## src/design/mme_pkg.sv

```systemverilog
// Package with types, codes and helpers shared by the matrix multiply engine.
`timescale 1ns / 1ps
`default_nettype none
package mme_pkg;

    localparam int unsigned MaxDim   = 16;
    localparam int unsigned IdxW     = $clog2(MaxDim);
    localparam int unsigned DimW     = IdxW + 1;
    localparam int unsigned AddrW    = 2 * IdxW;
    localparam int unsigned DataW    = 32;
    localparam int unsigned CfgIdxW  = 2;
    localparam int unsigned QDepth   = 2;
    localparam int unsigned QPtrW    = $clog2(QDepth);
    localparam int unsigned QCntW    = $clog2(QDepth + 1);

    // Input opcodes.
    localparam logic [1:0] OP_LOAD_A = 2'd0;
    localparam logic [1:0] OP_LOAD_B = 2'd1;
    localparam logic [1:0] OP_QUERY  = 2'd2;

    // Command kinds handed from front to back.
    localparam logic [1:0] CMD_LOAD_A = 2'd0;
    localparam logic [1:0] CMD_LOAD_B = 2'd1;
    localparam logic [1:0] CMD_QUERY  = 2'd2;
    localparam logic [1:0] CMD_REJECT = 2'd3;

    // Configuration register indexes.
    localparam logic [CfgIdxW-1:0] REG_ROWS_A     = 2'd0;
    localparam logic [CfgIdxW-1:0] REG_INNER_SIZE = 2'd1;
    localparam logic [CfgIdxW-1:0] REG_COLS_B     = 2'd2;

    localparam logic [DimW-1:0] DIM_RESET = DimW'(MaxDim);

    typedef struct packed {
        logic [1:0]             opcode;
        logic [IdxW-1:0]        row_index;
        logic [IdxW-1:0]        col_index;
        logic signed [DataW-1:0] element_value;
    } t_in_item;

    typedef struct packed {
        logic signed [DataW-1:0] product_value;
        logic                    range_error;
    } t_out_item;

    typedef struct packed {
        logic [1:0]       kind;
        logic [IdxW-1:0]  row;
        logic [IdxW-1:0]  col;
        logic [DataW-1:0] value;
        logic [DimW-1:0]  len;
    } t_cmd;

    typedef struct packed {
        logic full;
        logic empty;
    } t_q_status;

    // Clamp a dimension register to the store size.
    function automatic logic [DimW-1:0] sat_dim(input logic [DimW-1:0] d);
        sat_dim = (d > DimW'(MaxDim)) ? DimW'(MaxDim) : d;
    endfunction

endpackage
`default_nettype wire

```

## src/design/mme_queue.sv

```systemverilog
// Two-entry command queue between the front end and the back end.
`timescale 1ns / 1ps
`default_nettype none
module mme_queue (
    input  wire logic          i_clk,
    input  wire logic          i_rst_n,
    input  wire logic          i_push,
    input  wire mme_pkg::t_cmd i_push_cmd,
    input  wire logic          i_pop,
    output mme_pkg::t_cmd      o_head,
    output mme_pkg::t_q_status o_status
);

    mme_pkg::t_cmd               r_mem [mme_pkg::QDepth];
    logic [mme_pkg::QPtrW-1:0]   r_wptr;
    logic [mme_pkg::QPtrW-1:0]   r_rptr;
    logic [mme_pkg::QCntW-1:0]   r_count;
    logic                        do_push;
    logic                        do_pop;

    assign o_status.full  = (r_count == mme_pkg::QCntW'(mme_pkg::QDepth));
    assign o_status.empty = (r_count == '0);
    assign do_push = i_push && !o_status.full;
    assign do_pop  = i_pop && !o_status.empty;
    assign o_head  = r_mem[r_rptr];

    always_ff @(posedge i_clk) begin
        if (do_push) begin
            r_mem[r_wptr] <= i_push_cmd;
        end
    end

    always_ff @(posedge i_clk) begin
        if (!i_rst_n) begin
            r_wptr  <= '0;
            r_rptr  <= '0;
            r_count <= '0;
        end else begin
            if (do_push) r_wptr <= r_wptr + 1'b1;
            if (do_pop)  r_rptr <= r_rptr + 1'b1;
            unique case ({do_push, do_pop})
                2'b10:   r_count <= r_count + 1'b1;
                2'b01:   r_count <= r_count - 1'b1;
                default: r_count <= r_count;
            endcase
        end
    end

endmodule
`default_nettype wire

```

## config.mk

```make
export PLATFORM = sky130hd
export DESIGN_NAME = mme_queue
export DESIGN_NICKNAME = d
export VERILOG_FILES = /design/src/design/mme_pkg.sv /design/src/design/mme_queue.sv
export SDC_FILE = /design/constraint.sdc
export NUM_CORES = 1
export LEC_CHECK = 0
export BUFFER_PORTS_ARGS = -buffer_cell sky130_fd_sc_hd__buf_2
export CAP_MARGIN = 20
export CORE_AREA = 5 5 91 93
export DETAILED_ROUTE_END_ITERATION = 8
export DIE_AREA = 0 0 96 98
export GPL_ROUTABILITY_DRIVEN = 0
export PLACE_DENSITY = 0.76
export SETUP_SLACK_MARGIN = 0.15
export SYNTH_ARGS = -nofsm -noshare
export SYNTH_HDL_FRONTEND = slang
export SYNTH_SLANG_ARGS = --single-unit
```

## constraint.sdc

```tcl
create_clock -name i_clk -period 2.8 [get_ports i_clk]
set_clock_uncertainty 0.1 [all_clocks]
set_input_delay 0.42 -clock i_clk [delete_from_list [all_inputs] [get_ports i_clk]]
set_output_delay 0.42 -clock i_clk [all_outputs]
set_load 0.1 [all_outputs]
```

==> impl_metrics.yaml <==
finish:
  synthToLayoutAreaGrowth_pct: 23.7
  layout.cells.non_filler: 388
  ant_diodes: 0
  drive_gt1_share_pct: 59.4
  design.final.nets: 333
  final.fill_count: 593
floorplanning:
  die_y_um: 98
  die_area_mm2: 0.00941
  std_cell_rows: 32
  ioPinCount: 100
  core_mm2: 0.00745
  start_util_pct: 48.5
  die_span_x_um: 96
grt:
  grt_start_max_net_pins: 46
  global_route_wire_length_before_repair_um: 9850
  grt_remaining_overflow: 0
  gr-usage-all-layers_pct: 13.7
  via_count_of_the_first_global_routing_pass: 2098
  number_of_antenna_violations_at_the_first_check_in_global_routing: 0
yosys:
  synth_most_common_cell: "edfxtp_1"
  ys.flop_type: "edfxtp_1"
  synth-edff-count: 94
  synth_top_area_share_pct: 78.1
  syn_avg_cell_area_um2: 21.0
  synth_cell_count_leaders: "94 x edfxtp_1, 47 x mux2_2, 5 x buf_2, 5 x dfxtp_1, 3 x xnor2_1"
  syn_area_mm2: 0.00361
  netlist_top_cells_area: "edfxtp_1 78%, mux2_2 15%, dfxtp_1 2.8%"
  synth-seq-area-share_pct: 80.9
  yosysWarningCount: 0
  synth_cell_types: 18
  synth.ff_latch_count: 99
  synthesis.nets: 224
  ys_async_sr_fraction_pct: 0
  post_synth_inst_count: 172
  largest_area_contributor_in_the_synthesized_netlist: "edfxtp_1"
timing:
  min_period_over_period_pct: 79.1
  achievable-frequency_ghz: 0.451
  max_slew.worst_pin.slew_ps: 500
  period_needed_ps: 2210
  whs_ps: 148
  finalMaxSlewViolations: 0
  final.setup.tns_ps: 0
  report.final.hold_viol_count: 0
  worst_slew_margin_rel_pct: 66.9
  rsz0062_at_grt: "no"
  setup_viol: 0
detailed_routing:
  wire_per_inst_um: 16.0
  drtAntennaViolNets: 0
  detail_route.drc_violations: 0
  dr.first_iter.drc_count: 74
  viasPerCell: 4.83
  num_vias: 1873
  drt_wl_total_um: 6220
  drt_pre_antenna_iters: 4
job:
  drv_cap: 0
clock_tree:
  clkSlewWorstSetupHoldPaths_ps: 100
  worstSkewPairLatency_ps: 340
  postCtsSetupBuffers: 0
  cts_hold_buf: 0
  cts_num_sinks: 99
  clock_tree.htree_level_count: 3
  cts_max_path_buffers: 2
  clockRootBuffer: "clkbuf_8"
  numCtsBuffers: 9
  cts_tree: "yes"
  cts_resized: 0
critical_path:
  worst_setup_path_start_kind: "flop"
  timing_worst_setup_path_type: "reg -> out"
  cp.required_ps: 2280
  arr_time_crit_path_ps: 1690
  cp-end-kind: "output port"
  critPathMaxFanout: 26
run_status:
  status: "completed"
placement:
  numPortBuffers: 99
  detailed_place_hpwl_um: 4160
  placed_cells: 372
hold_path:
  holdCritPathClass: "in -> reg"
[layout by cell type, fill, tap and decap left out, types with 2 or more instances in the layout]
cell,n
a21boi_1,2
nor2b_1,2
buf_2,99
dfxtp_1,4
xnor2_1,3
o21ai_0,2
clkbuf_8,9
buf_4,2
buf_12,2
clkinv_4,2
clkinvlp_4,2
inv_2,2
or3_1,2
mux2_2,47
edfxtp_1,94
[per-layer routing]
metal / up-vias / wire, um / global-route usage (%) / share of wire [%]
met5: - / 0 / 0 / 0
met4: 0 / 112 / 6.56 / 1.8
met2: 60 / 3200 / 23.3 / 51
met1: 915 / 2570 / 16.3 / 41
met3: 10 / 342 / 3.00 / 5.5
li1: 888 / - / - / -
[final timing paths]
path / depth (start not counted) / start / slack [ps] / to
worst max-delay path: 3 / flop / 590 / o_head[9]
worst min-delay path: 1 / i_push_cmd[22] / 150 / r_mem[1][22]
worst max register to register: 5 / r_count[0] / 1010 / r_mem[0][17]
worst min register to register: 2 / r_wptr / 390 / r_wptr
[per-stage QoR]
step / area (um2) / util, % / worst slack, ps
after floorplan: 3610 / - / 238
after CTS: 4470 / 60.0 / 546
after detailed placement: 4270 / 57.3 / 947
after global routing: 4470 / 60.0 / 503
after global placement: 4270 / 57.3 / 947
final: 4470 / 60.0 / 585
[registers in the layout, summed over array words and instances (netlist names), named ones only]
name     cells
r_mem       94
r_wptr       1
r_rptr       1
r_count      2
[area by class of cell]
| class | instances | area (um2) | share of cell area (%) |
|---|---|---|---|
| clock inverters | 7 | 77.6 | 1.74 |
| clock buffers | 9 | 124 | 2.77 |
| multi-input cells | 65 | 656 | 14.7 |
| well taps | 102 | 128 | 2.85 |
| flip-flops and latches | 99 | 2920 | 65.4 |
| inverters | 3 | 11.3 | 0.252 |
| repair buffers | 103 | 551 | 12.3 |
[cell families after synthesis]
kind of cell               count (synthesis)  share of synthesized area [%]
DFF                                       99                           80.9
muxes                                     47                           14.6
and+or+nand+nor                            9                           1.49
buffers and inverters                      8                           1.00
AOI/OAI and AO/OA                          5                          0.900
xor gates and xnor gates                   3                          0.727
adders and majority gates                  1                          0.346
[worst max-delay path, stage by stage (launching register included)]
cell,delay [ps]
dfxtp_2,330
buf_4,320
mux2_2,390
buf_2,290
Power is left out: the tool's default activity adds up to more than one toggle a clock period on the data nets, which glitch-free logic cannot reach.
