File: src/design/mme_pkg.sv
// Package with types, codes and helpers shared by the matrix multiply engine.
`timescale 1ns / 1ps
`default_nettype none
package mme_pkg;

    localparam int unsigned MaxDim   = 16;
    localparam int unsigned IdxW     = $clog2(MaxDim);
    localparam int unsigned DimW     = IdxW + 1;
    localparam int unsigned AddrW    = 2 * IdxW;
    localparam int unsigned DataW    = 32;
    localparam int unsigned CfgIdxW  = 2;
    localparam int unsigned QDepth   = 2;
    localparam int unsigned QPtrW    = $clog2(QDepth);
    localparam int unsigned QCntW    = $clog2(QDepth + 1);

    // Input opcodes.
    localparam logic [1:0] OP_LOAD_A = 2'd0;
    localparam logic [1:0] OP_LOAD_B = 2'd1;
    localparam logic [1:0] OP_QUERY  = 2'd2;

    // Command kinds handed from front to back.
    localparam logic [1:0] CMD_LOAD_A = 2'd0;
    localparam logic [1:0] CMD_LOAD_B = 2'd1;
    localparam logic [1:0] CMD_QUERY  = 2'd2;
    localparam logic [1:0] CMD_REJECT = 2'd3;

    // Configuration register indexes.
    localparam logic [CfgIdxW-1:0] REG_ROWS_A     = 2'd0;
    localparam logic [CfgIdxW-1:0] REG_INNER_SIZE = 2'd1;
    localparam logic [CfgIdxW-1:0] REG_COLS_B     = 2'd2;

    localparam logic [DimW-1:0] DIM_RESET = DimW'(MaxDim);

    typedef struct packed {
        logic [1:0]             opcode;
        logic [IdxW-1:0]        row_index;
        logic [IdxW-1:0]        col_index;
        logic signed [DataW-1:0] element_value;
    } t_in_item;

    typedef struct packed {
        logic signed [DataW-1:0] product_value;
        logic                    range_error;
    } t_out_item;

    typedef struct packed {
        logic [1:0]       kind;
        logic [IdxW-1:0]  row;
        logic [IdxW-1:0]  col;
        logic [DataW-1:0] value;
        logic [DimW-1:0]  len;
    } t_cmd;

    typedef struct packed {
        logic full;
        logic empty;
    } t_q_status;

    // Clamp a dimension register to the store size.
    function automatic logic [DimW-1:0] sat_dim(input logic [DimW-1:0] d);
        sat_dim = (d > DimW'(MaxDim)) ? DimW'(MaxDim) : d;
    endfunction

endpackage
`default_nettype wire

File: src/design/mme_front.sv
// Front end: holds configuration, range-checks input items, emits commands.
`timescale 1ns / 1ps
`default_nettype none
module mme_front (
    input  wire logic                          i_clk,
    input  wire logic                          i_rst_n,
    input  wire logic                          i_cfg_we,
    input  wire logic [mme_pkg::CfgIdxW-1:0]   i_cfg_index,
    input  wire logic [mme_pkg::DimW-1:0]      i_cfg_data,
    input  wire logic                          i_in_valid,
    input  wire mme_pkg::t_in_item             i_in_data,
    input  wire mme_pkg::t_q_status            i_q_status,
    output logic                               o_in_stall,
    output logic                               o_push,
    output mme_pkg::t_cmd                      o_cmd
);

    logic [mme_pkg::DimW-1:0] r_rows_a;
    logic [mme_pkg::DimW-1:0] r_inner;
    logic [mme_pkg::DimW-1:0] r_cols_b;

    logic [mme_pkg::DimW-1:0] nr;
    logic [mme_pkg::DimW-1:0] nk;
    logic [mme_pkg::DimW-1:0] nc;
    logic [mme_pkg::DimW-1:0] row_x;
    logic [mme_pkg::DimW-1:0] col_x;

    always_ff @(posedge i_clk) begin
        if (!i_rst_n) begin
            r_rows_a <= mme_pkg::DIM_RESET;
            r_inner  <= mme_pkg::DIM_RESET;
            r_cols_b <= mme_pkg::DIM_RESET;
        end else if (i_cfg_we) begin
            unique case (i_cfg_index)
                mme_pkg::REG_ROWS_A:     r_rows_a <= i_cfg_data;
                mme_pkg::REG_INNER_SIZE: r_inner  <= i_cfg_data;
                mme_pkg::REG_COLS_B:     r_cols_b <= i_cfg_data;
                default: ;
            endcase
        end
    end

    assign nr    = mme_pkg::sat_dim(r_rows_a);
    assign nk    = mme_pkg::sat_dim(r_inner);
    assign nc    = mme_pkg::sat_dim(r_cols_b);
    assign row_x = {1'b0, i_in_data.row_index};
    assign col_x = {1'b0, i_in_data.col_index};

    assign o_in_stall = i_q_status.full;
    assign o_push     = i_in_valid && !i_q_status.full;

    always_comb begin
        o_cmd.row   = i_in_data.row_index;
        o_cmd.col   = i_in_data.col_index;
        o_cmd.value = i_in_data.element_value;
        o_cmd.len   = nk;
        o_cmd.kind  = mme_pkg::CMD_REJECT;
        unique case (i_in_data.opcode)
            mme_pkg::OP_LOAD_A:
                if (row_x < nr && col_x < nk) o_cmd.kind = mme_pkg::CMD_LOAD_A;
            mme_pkg::OP_LOAD_B:
                if (row_x < nk && col_x < nc) o_cmd.kind = mme_pkg::CMD_LOAD_B;
            mme_pkg::OP_QUERY:
                if (row_x < nr && col_x < nc) o_cmd.kind = mme_pkg::CMD_QUERY;
            default: o_cmd.kind = mme_pkg::CMD_REJECT;
        endcase
    end

endmodule
`default_nettype wire

File: config.mk
export PLATFORM = sky130hd
export DESIGN_NAME = mme_front
export DESIGN_NICKNAME = d
export VERILOG_FILES = /design/src/design/mme_pkg.sv /design/src/design/mme_front.sv
export SDC_FILE = /design/constraint.sdc
export NUM_CORES = 1
export LEC_CHECK = 0
export BUFFER_PORTS_ARGS = -buffer_cell sky130_fd_sc_hd__buf_2
export CORE_MARGIN = 4
export CORE_UTILIZATION = 35
export CTS_BUF_LIST = sky130_fd_sc_hd__clkbuf_4
export CTS_CLUSTER_SIZE = 14
export DETAILED_ROUTE_END_ITERATION = 10
export PLACE_DENSITY = 0.76
export SLEW_MARGIN = 20
export SYNTH_ARGS = -nofsm -noshare
export SYNTH_HDL_FRONTEND = slang
export SYNTH_SLANG_ARGS = --single-unit
File: constraint.sdc
create_clock -name i_clk -period 1.4 [get_ports i_clk]
set_input_delay 0 -clock i_clk [delete_from_list [all_inputs] [get_ports i_clk]]
set_output_delay 0 -clock i_clk [all_outputs]
set_load 0.02 [all_outputs]
==> reports/results.txt <==
outcome = complete, but fails checks
failing checks = setup timing
post-DP HPWL = 2030 um
vias in the first global route = 946
Sequential Area = 304 sq um
Worst slew margin = 75.3%
setup TNS = -833 ps
top cells by area, synth = buf_4 (24%), dfxtp_1 (23%), ha_1 (12%), mux2i_1 (11%), nor2b_1 (7.8%)
Yosys warnings = 0
# fillers = 356
Final Cycle Share = 131%
CP arrival = 1830 ps
total track usage = 11.5%
final RePlAce weighted congestion = 0.742
EDFF count, synth = 0
Clock Tree Root = clkbuf_4
drt initial violations = 22
Core ar. = 0.00344 sq mm
most frequent cell after synthesis = buf_4
antenna cells = 0
final-report hold violation count = 0
CP Class = reg2out
Critical Path End Type = output pin
layout cells sized above 1 = 41.3%
clock skew = 0 ps
total of max-cap violations = 0
average cell area after synthesis = 8.65 sq um
DRC violations left = 0
Max Clk Rate = 545 MHz
PnR Total Power = 0.000932 W
first-pass GRT wire length = 4000 um
crit path max fanout = 4
clock share of power = 25.8%
CP required = 1400 ps
grt total ovfl = 0
Gate power share = 25.6%
Synth Register Bits = 15
Synth top cells by count = buf_4 (41), nor2b_1 (16), dfxtp_1 (15), mux2i_1 (14), ha_1 (12)
die height = 68.5 um
CTS tree = built
H-tree depth = 1
Mapped Nets = 215
layout net count = 228
Pleak = 0.706 nW
largest net degree at the start of global routing = 16
Initial Util = 37.2%
Sw Share = 28.9%
min Tclk post-route = 1830 ps
Clk Latency, worst-skew pair = 280 ps
share of the synthesized area in the top cell type = 24.0%
P_int = 0.000663 W
Chip Width = 68.5 um
Port Buffers = 38
Post-synth ARST share = 0%
fin worst setup slack = -434 ps
CTS Buffer Depth = 2
initial antenna violation count = 0
final setup fails = 2
Hold Path Class = in2out
Mapped Cells = 148
layout overhead on the synthesized area = 12.4%
Slew @ Worst Pin = 370 ps
Final Max Tran Viols = 0
vias per cell = 4.55
CTS sink cnt = 15
sw power = 0.000269 W
Worst setup SP type = flip-flop
area leader, netlist = buf_4
PwrDens = 648 mW/mm^2
Max VDD drop = 0.000399 V
Synth cell types = 23
I/O pin total = 104
antenna-violating nets left = 0
DRT Wirelength = 2530 um
clock-pin slew on the worst setup and hold paths = 90 ps
Main synth FF type = dfxtp_1
area of the multi-input gates = 728 sq um
num rows = 21
register area share after synthesis = 23.5%
DR WL/cell = 12.3 um
DR pass1 iterations = 3
CTS buffer count = 3
Flop pwr share = 48.6%
Die ar. = 0.00469 sq mm
RSZ-0062 raised after global routing = yes
Cell Area, Synth = 0.00128 sq mm
DR vias = 938
flip-flops by register name, summed over array words and instances (netlist names):
signal	flops
r_inner	5
r_cols_b	5
r_rows_a	5
cell type report:
class	count	area share [%]
Clock inverter	1	0.348
Tap cell	46	4.00
Sequential cell	15	21.1
Multi-Input combinational cell	85	50.6
Inverter	5	1.30
Timing Repair Buffer	51	21.0
Clock buffer	3	1.57
cell families (layout without fill, tap and decap cells):
logic type | count (synthesis) | after routing | synth area share, %
simple gates | 45 | 45 | 20.9
buf+inv | 48 | 60 | 26.1
mux | 14 | 14 | 10.9
compound gates | 14 | 14 | 6.84
flops | 15 | 15 | 23.5
fa+ha+maj | 12 | 12 | 11.7
per-stage QoR:
stage,std cells,worst slack [ps],hold WS (ps),utilization (%),cell area [sq um]
finish,206,-434,0.00667,41.8,1440
global route,206,-535,0.0382,41.8,1440
floorplan,148,-0.789,78.1,-,1340
global placement,197,-102,0.137,38.8,1340
CTS,206,-440,0.137,41.4,1430
detailed placement,197,-166,0.137,38.8,1340
final timing paths:
path | start | cells after the start | endpoint | slack, ps
setup / recovery | r_inner[4]$_SDFFE_PN1P_ | 7 | o_cmd[46] | -430
hold / removal | i_in_data[0] | 0 | o_cmd[5] | 0.007
setup reg to reg | r_cols_b[4]$_SDFFE_PN1P_ | 3 | r_cols_b[4]$_SDFFE_PN1P_ | 230
hold reg to reg | r_inner[4]$_SDFFE_PN1P_ | 2 | r_inner[4]$_SDFFE_PN1P_ | 510
critical path: stages, from the launching register on:
cell and delay, ps:
dfxtp_4 360, nand2b_4 150, ha_4 160, nor3b_2 170, nor2_1 90, o31ai_2 290
a32oi_2 150, buf_4 170
power by group through the flow:
stage          registers [W]  clock network (W)  logic, W
5_1_grt             0.000455           0.000263  0.000267
2_1_floorplan       0.000459                  0  0.000279
3_3_place_gp        0.000462                  0  0.000217
3_5_place_dp        0.000462                  0  0.000224
4_1_cts             0.000452           0.000253  0.000237
6_report            0.000453           0.000241  0.000239
repair_timing:
action / 4_1_cts / 5_1_grt
pin swaps: 6 / 7
hold endpoints to repair: 3 / 0
resized for setup: 5 / 5
buffers inserted: 1 / 0
setup endpoints to repair: 2 / 2
hold buffers: 4 / 0
cell usage in the layout (no fill, tap or decap), drive strengths merged:
master	instances
ha	12
nor2b	16
mux2i	14
inv	5
nor4b	1
o211ai	2
dfxtp	15
nand2	7
o31ai	1
nand3	1
a32oi	1
dlygate4sd3	4
clkinv	1
o21ai	6
nand2b	6
nand3b	2
a21oi	1
nor2	9
nor3b	3
clkbuf	3
a22oi	1
buf	47
a31oi	1
a21o	1
layer usage:
| metal | vias up | global-route usage, % | wire length (um) |
|---|---|---|---|
| met5 | - | 0 | 0 |
| li1 | 479 | - | - |
| met1 | 407 | 13.4 | 1130 |
| met4 | 0 | 6.95 | 68 |
| met3 | 11 | 2.63 | 213 |
| met2 | 41 | 19.0 | 1120 |
(Power assumes the default switching activity.)
